### config.mk
export PLATFORM = sky130hd
export DESIGN_NAME = byte_stuffed_frame_transmitter
export DESIGN_NICKNAME = d
export VERILOG_FILES = /design/src/bsft_pkg.sv /design/src/bsft_framer.sv /design/src/bsft_serializer.sv /design/src/byte_stuffed_frame_transmitter.sv
export VERILOG_INCLUDE_DIRS = /design/src /design/src/src
export SDC_FILE = /design/constraint.sdc
export NUM_CORES = 1
export LEC_CHECK = 0
export ABC_AREA = 1
export BUFFER_PORTS_ARGS = -buffer_cell sky130_fd_sc_hd__buf_4
export CAP_MARGIN = 40
export CORE_MARGIN = 2
export CORE_UTILIZATION = 25
export CTS_BUF_LIST = sky130_fd_sc_hd__clkbuf_16
export DETAILED_ROUTE_END_ITERATION = 10
export PLACE_DENSITY = 0.42
export SLEW_MARGIN = 20
export SYNTH_ARGS = -nofsm -noshare
export SYNTH_HDL_FRONTEND = slang
export SYNTH_SLANG_ARGS = --single-unit
### constraint.sdc
create_clock -name clk -period 6.2 [get_ports clk]
set_input_delay 0.31 -clock clk [delete_from_list [all_inputs] [get_ports clk]]
set_output_delay 0.31 -clock clk [all_outputs]
set_load 0.005 [all_outputs]
### src/byte_stuffed_frame_transmitter_defines.svh
// ----------------------------------------------------------------------------
// Byte-stuffed frame transmitter assertion macros
// Assertion wrappers that compile to nothing when SYNTH is defined.
// ----------------------------------------------------------------------------
`ifndef BYTE_STUFFED_FRAME_TRANSMITTER_DEFINES_SVH
`define BYTE_STUFFED_FRAME_TRANSMITTER_DEFINES_SVH

`ifndef SYNTH
`define BSFT_ASSERT_IMPL(label, clk, rst_n, ante, cons) \
	label: assert property (@(posedge clk) disable iff (!(rst_n)) (ante) |-> (cons)) \
		else $error("bsft assertion failed");
`define BSFT_ASSERT_NEXT(label, clk, rst_n, ante, cons) \
	label: assert property (@(posedge clk) disable iff (!(rst_n)) (ante) |=> (cons)) \
		else $error("bsft assertion failed");
`else
`define BSFT_ASSERT_IMPL(label, clk, rst_n, ante, cons)
`define BSFT_ASSERT_NEXT(label, clk, rst_n, ante, cons)
`endif

`endif

### src/bsft_pkg.sv
// ----------------------------------------------------------------------------
// Byte-stuffed frame transmitter package
// Line codes, CRC-16/X-25 step function and the run type shared by the stages.
// ----------------------------------------------------------------------------
package bsft_pkg;

	localparam logic [7:0]  FLAG_BYTE  = 8'h7E;
	localparam logic [7:0]  ESC_BYTE   = 8'h7D;
	localparam logic [7:0]  ESC_XOR    = 8'h20;
	localparam logic [15:0] CRC_POLY_R = 16'h8408;
	localparam logic [15:0] CRC_INIT   = 16'hFFFF;
	localparam logic [15:0] CRC_XOROUT = 16'hFFFF;

	localparam int MAX_RUN   = 7;
	localparam int RUN_CNT_W = 3;

	// Line bytes caused by one input beat. closing marks the final entry as the
	// closing flag.
	typedef struct packed {
		logic [MAX_RUN-1:0][7:0] bytes;
		logic [RUN_CNT_W-1:0]    count;
		logic                    closing;
	} run_t;

	function automatic logic [15:0] crc_update(input logic [15:0] crc, input logic [7:0] b);
		logic [15:0] c;
		c = crc ^ {8'h00, b};
		for (int k = 0; k < 8; k++) begin
			if (c[0]) c = (c >> 1) ^ CRC_POLY_R;
			else      c = c >> 1;
		end
		return c;
	endfunction

	function automatic logic needs_escape(input logic [7:0] b);
		return (b == FLAG_BYTE) || (b == ESC_BYTE);
	endfunction

endpackage

### src/bsft_framer.sv
// ----------------------------------------------------------------------------
// Frame builder
// Input register, frame state and CRC, and the logic that expands one
// payload beat into its run of line bytes.
// ----------------------------------------------------------------------------
`include "byte_stuffed_frame_transmitter_defines.svh"

module bsft_framer (
	input  logic               clk,
	input  logic               arst_n,
	input  logic               in_valid,
	output logic               in_stall,
	input  logic [7:0]         payload_byte,
	input  logic               frame_last,
	output logic               run_valid,
	input  logic               run_take,
	output bsft_pkg::run_t     run
);

	logic        valid_s1;
	logic [7:0]  byte_s1;
	logic        last_s1;
	logic        in_frame_q;
	logic [15:0] crc_q;
	logic [15:0] crc_next;
	logic [15:0] fcs;
	logic        advance;

	assign advance   = valid_s1 && run_take;
	assign in_stall  = valid_s1 && !run_take;
	assign run_valid = valid_s1;

	always_ff @(posedge clk or negedge arst_n) begin
		if (!arst_n) begin
			valid_s1 <= 1'b0;
		end else if (!in_stall) begin
			valid_s1 <= in_valid;
		end
	end

	always_ff @(posedge clk) begin
		if (!in_stall && in_valid) begin
			byte_s1 <= payload_byte;
			last_s1 <= frame_last;
		end
	end

	always_ff @(posedge clk or negedge arst_n) begin
		if (!arst_n) begin
			in_frame_q <= 1'b0;
			crc_q      <= bsft_pkg::CRC_INIT;
		end else if (advance) begin
			if (last_s1) begin
				in_frame_q <= 1'b0;
				crc_q      <= bsft_pkg::CRC_INIT;
			end else begin
				in_frame_q <= 1'b1;
				crc_q      <= crc_next;
			end
		end
	end

	// The accumulator sits at its initial value whenever no frame is open.
	assign crc_next = bsft_pkg::crc_update(crc_q, byte_s1);
	assign fcs      = crc_next ^ bsft_pkg::CRC_XOROUT;

	always_comb begin
		logic [bsft_pkg::RUN_CNT_W-1:0] n;
		n = '0;
		run.bytes   = '0;
		run.closing = last_s1;
		if (!in_frame_q) begin
			run.bytes[n] = bsft_pkg::FLAG_BYTE;
			n = n + 3'd1;
		end
		if (bsft_pkg::needs_escape(byte_s1)) begin
			run.bytes[n]          = bsft_pkg::ESC_BYTE;
			run.bytes[3'(n + 3'd1)] = byte_s1 ^ bsft_pkg::ESC_XOR;
			n = n + 3'd2;
		end else begin
			run.bytes[n] = byte_s1;
			n = n + 3'd1;
		end
		if (last_s1) begin
			if (bsft_pkg::needs_escape(fcs[7:0])) begin
				run.bytes[n]          = bsft_pkg::ESC_BYTE;
				run.bytes[3'(n + 3'd1)] = fcs[7:0] ^ bsft_pkg::ESC_XOR;
				n = n + 3'd2;
			end else begin
				run.bytes[n] = fcs[7:0];
				n = n + 3'd1;
			end
			if (bsft_pkg::needs_escape(fcs[15:8])) begin
				run.bytes[n]          = bsft_pkg::ESC_BYTE;
				run.bytes[3'(n + 3'd1)] = fcs[15:8] ^ bsft_pkg::ESC_XOR;
				n = n + 3'd2;
			end else begin
				run.bytes[n] = fcs[15:8];
				n = n + 3'd1;
			end
			run.bytes[n] = bsft_pkg::FLAG_BYTE;
			n = n + 3'd1;
		end
		run.count = n;
	end

	`BSFT_ASSERT_IMPL(a_idle_crc_init, clk, arst_n, !in_frame_q, crc_q == bsft_pkg::CRC_INIT)
	`BSFT_ASSERT_IMPL(a_open_flag_first, clk, arst_n, run_valid && !in_frame_q,
		run.bytes[0] == bsft_pkg::FLAG_BYTE)

endmodule

### src/bsft_serializer.sv
// ----------------------------------------------------------------------------
// Run serializer
// Holds one run of line bytes and sends one beat per cycle while not stalled.
// ----------------------------------------------------------------------------
`include "byte_stuffed_frame_transmitter_defines.svh"

module bsft_serializer (
	input  logic                 clk,
	input  logic                 arst_n,
	input  logic                 run_valid,
	output logic                 run_take,
	input  bsft_pkg::run_t       run,
	output logic                 out_valid,
	input  logic                 out_stall,
	output logic [7:0]           line_byte,
	output logic                 run_last,
	output logic                 frame_end
);

	bsft_pkg::run_t                 buf_q;
	logic [bsft_pkg::RUN_CNT_W-1:0] idx_q;
	logic                           busy_q;
	logic                           done;

	assign out_valid = busy_q;
	assign line_byte = buf_q.bytes[idx_q];
	assign run_last  = idx_q == 3'(buf_q.count - 3'd1);
	assign frame_end = run_last && buf_q.closing;

	// The next run loads in the same cycle the final beat of this one leaves.
	assign done     = busy_q && !out_stall && run_last;
	assign run_take = !busy_q || done;

	always_ff @(posedge clk or negedge arst_n) begin
		if (!arst_n) begin
			busy_q <= 1'b0;
			idx_q  <= '0;
		end else if (run_take && run_valid) begin
			busy_q <= 1'b1;
			idx_q  <= '0;
		end else if (done) begin
			busy_q <= 1'b0;
		end else if (busy_q && !out_stall) begin
			idx_q <= idx_q + 3'd1;
		end
	end

	always_ff @(posedge clk) begin
		if (run_take && run_valid) begin
			buf_q <= run;
		end
	end

	`BSFT_ASSERT_IMPL(a_idx_in_run, clk, arst_n, busy_q, idx_q < buf_q.count)
	`BSFT_ASSERT_IMPL(a_run_not_empty, clk, arst_n, run_valid, run.count != '0)
	`BSFT_ASSERT_NEXT(a_stall_holds_idx, clk, arst_n, busy_q && out_stall,
		busy_q && $stable(idx_q))

endmodule

### src/byte_stuffed_frame_transmitter.sv
// ----------------------------------------------------------------------------
// Byte-stuffed frame transmitter
// HDLC-style framer with byte stuffing and a CRC-16/X-25 frame check.
// ----------------------------------------------------------------------------
// Each payload beat expands into a run of one to seven line bytes: an opening
// flag before the first byte of a frame, the byte itself (escaped as 0x7D,
// byte ^ 0x20 when it equals 0x7E or 0x7D), and after the last byte the
// escaped CRC low and high bytes and a closing flag. The line side emits one
// byte per cycle while out_stall is low; a run is one byte for an ordinary
// mid-frame byte, two for an escaped one, and up to seven for a frame's last
// byte. A beat is accepted every cycle while runs are one byte long and the
// line side is not stalled. Each beat passes through the framer's input
// register and the serializer's run buffer before its line bytes go out.
// run_last marks the final byte of each run and frame_end the closing flag.
// ----------------------------------------------------------------------------
module byte_stuffed_frame_transmitter (
	input  logic       clk,
	input  logic       arst_n,
	input  logic       in_valid,
	output logic       in_stall,
	input  logic [7:0] payload_byte,
	input  logic       frame_last,
	output logic       out_valid,
	input  logic       out_stall,
	output logic [7:0] line_byte,
	output logic       run_last,
	output logic       frame_end
);

	bsft_pkg::run_t run;
	logic           run_valid;
	logic           run_take;

	bsft_framer u_framer (
		.clk          (clk),
		.arst_n       (arst_n),
		.in_valid     (in_valid),
		.in_stall     (in_stall),
		.payload_byte (payload_byte),
		.frame_last   (frame_last),
		.run_valid    (run_valid),
		.run_take     (run_take),
		.run          (run)
	);

	bsft_serializer u_serializer (
		.clk       (clk),
		.arst_n    (arst_n),
		.run_valid (run_valid),
		.run_take  (run_take),
		.run       (run),
		.out_valid (out_valid),
		.out_stall (out_stall),
		.line_byte (line_byte),
		.run_last  (run_last),
		.frame_end (frame_end)
	);

endmodule

==> summary.md <==
| Metric | Value |
|---|---|
| DR vias/cell | 4.77 |
| Hold Path End | u_framer.byte_s1[4] |
| HPWL Detailed | 15,600 um |
| Max VDD drop | 0.171 mV |
| Core region area | 24,300 um^2 |
| Clock sink count | 91 |
| Fin crit period | 4.07 ns |
| Met3 Use GR | 2.54% |
| Max H-tree Level | 3 |
| Setup CP Type | reg -> reg |
| I/O pin total | 25 |
| Routed vias | 5,562 |
| M1 GR Usage | 23.6% |
| CTS tree | yes |
| Antenna violations before repair | 0 |
| Hold-fix buffers, CTS | 1 |
| Root buf cell | clkbuf_16 |
| Initial drt markers | 446 |
| Max stage delay cell, worst path | edfxtp_1 |
| Rows | 57 |
| # port buffers | 24 |
| Max FO, Critical Path | 14 |
| Status | complete, no violations |
| First-pass GRT wire length | 32,400 um |
| Final hold slack | 0.122 ns |
| CP startpoint kind | flip-flop |
| Layer with the highest usage | met2 |
| CTS resizes | 0 |
| Crit path largest cell delay | 0.51 ns |
| GRT Total Usage | 16.6% |
| Die Area | 26,100 um^2 |
| Most frequent cells in the layout | 211 x nand2_1, 83 x nor2_1, 79 x inv_1, 69 x o21ai_0, 69 x edfxtp_1 |
| Setup crit end kind | flip-flop |
| R2r endpoint | u_serializer.buf_q[7] |
| Largest net degree at the start of global routing | 62 |
| Postcts setup bufs | 0 |
| Synth Warn # | 0 |
| Max-slew violations | 0 |
| Starting density of the core | 25.5% |
| Rel. slew slack | 45.6% |
| Clock transition at the registers of the reported paths | 0.07 ns |
| Synth cell types | 42 |
| Number of routed nets with antenna violations | 0 |
| CP most frequent cell | inv_1 |
| Worst-skew pair later-pin latency | 0.36 ns |
| Power Dens Cells | 514 nW/um^2 |
| GRT met2 Usage | 25.7% |
| Period utilization | 65.7% |
| Worst path arrival time | 4.19 ns |
| Vias in the first global route | 5,386 |
| DRC errors left | 0 |
| Ant. Diodes | 0 |
| Sequential area share after synthesis | 42.6% |
| Hold Path Depth | 1 |
| CTS max path bufs | 2 |
| Remaining Overflow, GRT | 0 |
| Chip Height | 162 um |
| Syn Inst Count | 823 |
| Setup-failing EPs final | 0 |
| Most common cell after layout, fill and taps aside | nand2_1 |
| Hold_sp | payload_byte[4] |
| Achievable Freq | 245 MHz |
| TritonCTS Buffers | 9 |
| Share of cells above drive strength 1 | 16.3% |
| Post-Syn Area | 6200 um^2 |
| Worst slew pin tran | 0.816 ns |
| Hold Violations, Final | 0 |
| GPL Wtd Cong | 0.879 |
| Worst R2R Start | u_framer.byte_s1[2] |
| Final wirelength | 20,900 um |
| Final nets | 860 |
| Wire per inst | 17.9 um |
| Min-delay worst type | in -> reg |
| CP required | 6.31 ns |
| Worst reg-to-reg setup slack | 2.13 ns |
| Post-synth net total | 845 |
| Number of synthesized register bits | 91 |
| DRT Pass-1 Iters | 5 |
| Leakage power | 3.02 nW |
| Max cap viols | 0 |
| Crit-path cells | inv_2, nor3_1, nand3_1, inv_1, ha_1, clkinv_1, nand2_2, nand2_2, ha_1, inv_1, nor2_4, a21oi_4, nand3_1, o21ai_1, inv_1 |
| Syn Area/Cell | 7.54 um^2 |
| Crit-path leading delay family | simple AND/OR/NAND/NOR gates |
| Die width | 162 um |
| Area grow syn2layout | 12.8% |
| Setup_tns | 0 ns |
| RSZ-0062 raised after global routing | false |
| Critical path buffer and inverter count | 5 |
| Reg2Reg Depth | 15 |
| Clock skew | 0.00768 ns |
## synth_stat cells, drive strengths merged
| cell | count | share of area, % |
|---|---|---|
| a21boi | 1 | 0.12 |
| a21oi | 43 | 3.8 |
| a22oi | 19 | 2.3 |
| a31oi | 11 | 1.1 |
| buf | 8 | 0.89 |
| clkbuf | 19 | 1.1 |
| clkinv | 3 | 0.18 |
| conb | 1 | 0.060 |
| dfrtp | 6 | 2.4 |
| dfstp | 16 | 6.8 |
| edfxtp | 69 | 33 |
| ha | 9 | 1.8 |
| inv | 89 | 5.4 |
| nand2 | 256 | 18 |
| nand3 | 64 | 5.8 |
| nand3b | 2 | 0.24 |
| nand4 | 7 | 0.71 |
| nor2 | 94 | 6.4 |
| nor3 | 7 | 0.56 |
| nor3b | 1 | 0.20 |
| o211ai | 4 | 0.48 |
| o21ai | 74 | 6.0 |
| o21bai | 1 | 0.12 |
| o22ai | 10 | 1.0 |
| o311ai | 1 | 0.14 |
| o31ai | 1 | 0.12 |
| or2 | 1 | 0.10 |
| xnor2 | 4 | 0.56 |
| xor2 | 2 | 0.28 |
## logic make-up after synthesis
| group | count (synthesis) | synth area share, % |
|---|---|---|
| simple gates | 432 | 31.9 |
| compound gates | 165 | 15.1 |
| buf+inv | 119 | 7.60 |
| flops | 91 | 42.6 |
| fa+ha+maj | 9 | 1.82 |
| xor+xnor | 6 | 0.847 |
| other cells | 1 | 0.0605 |
## metrics by stage
stage | util, % | total power, mW | cell area (um^2) | setup WS [ns] | std cells
4_1_cts | 28.8 | 3.61 | 7000 | 2.17 | 1167
5_1_grt | 28.8 | 3.90 | 7000 | 1.82 | 1167
2_1_floorplan | - | 2.37 | 6200 | 1.48 | 823
3_5_place_dp | 27.6 | 3.05 | 6720 | 2.20 | 1150
3_3_place_gp | 27.6 | 3.09 | 6720 | 2.11 | 1150
6_report | 28.8 | 3.60 | 7000 | 2.13 | 1167
## sequential cells by signal, indices dropped and copies added, names as in the netlist
signal,cells
u_serializer.buf_q,60
u_framer.crc_q,16
u_framer.byte_s1,8
u_serializer.idx_q,3
u_framer.in_frame_q,1
u_framer.last_s1,1
u_framer.run_valid,1
u_serializer.out_valid,1
## worst max-delay path by stage
stage                                      from                endpoint  slack, ns  depth (start not counted)
final                       u_framer.byte_s1[2]   u_serializer.buf_q[7]       2.13                         15
after global routing        u_framer.byte_s1[2]  u_serializer.buf_q[33]       1.82                         15
after CTS                   u_framer.byte_s1[1]   u_serializer.buf_q[7]       2.17                         14
after detailed placement    u_framer.byte_s1[1]   u_serializer.buf_q[7]       2.20                         14
after global placement      u_framer.byte_s1[2]  u_serializer.buf_q[10]       2.11                         15
after floorplan           u_serializer.buf_q[1]       u_framer.crc_q[0]       1.48                         12
## metal layers
| metal | routed length, um | vias up | share of wire (%) |
|---|---|---|---|
| met5 | 0 | - | 0 |
| met3 | 1040 | 24 | 5.0 |
| met1 | 10200 | 2579 | 49 |
| li1 | - | 2777 | - |
| met4 | 450 | 0 | 2.2 |
| met2 | 9200 | 182 | 44 |
## power by group
group / switching (mW) / internal [mW] / total, mW / leakage (nW)
sequential: 0.109 / 0.884 / 0.993 / 0.870
clock: 0.270 / 0.275 / 0.545 / 0.133
combinational: 1.46 / 0.604 / 2.06 / 2.01
## worst reg2reg max path: cells and delay by family, from the launching register on
| kind | cells | cell delay [ns] |
|---|---|---|
| buffers and inverters | 5 | 0.98 |
| and+or+nand+nor | 6 | 1.13 |
| adders and majority gates | 2 | 0.84 |
| DFF | 1 | 0.51 |
| AOI/OAI and AO/OA | 2 | 0.36 |
## layout make-up
cell class | count | area [um^2]
Fill cell | 2686 | 17300
Multi-Input combinational cell | 613 | 3100
Clock inverter | 7 | 48.8
Sequential cell | 91 | 2640
Timing Repair Buffer | 31 | 235
Tap cell | 324 | 405
Clock buffer | 9 | 225
Inverter | 92 | 345
(Power assumes the default switching activity.)
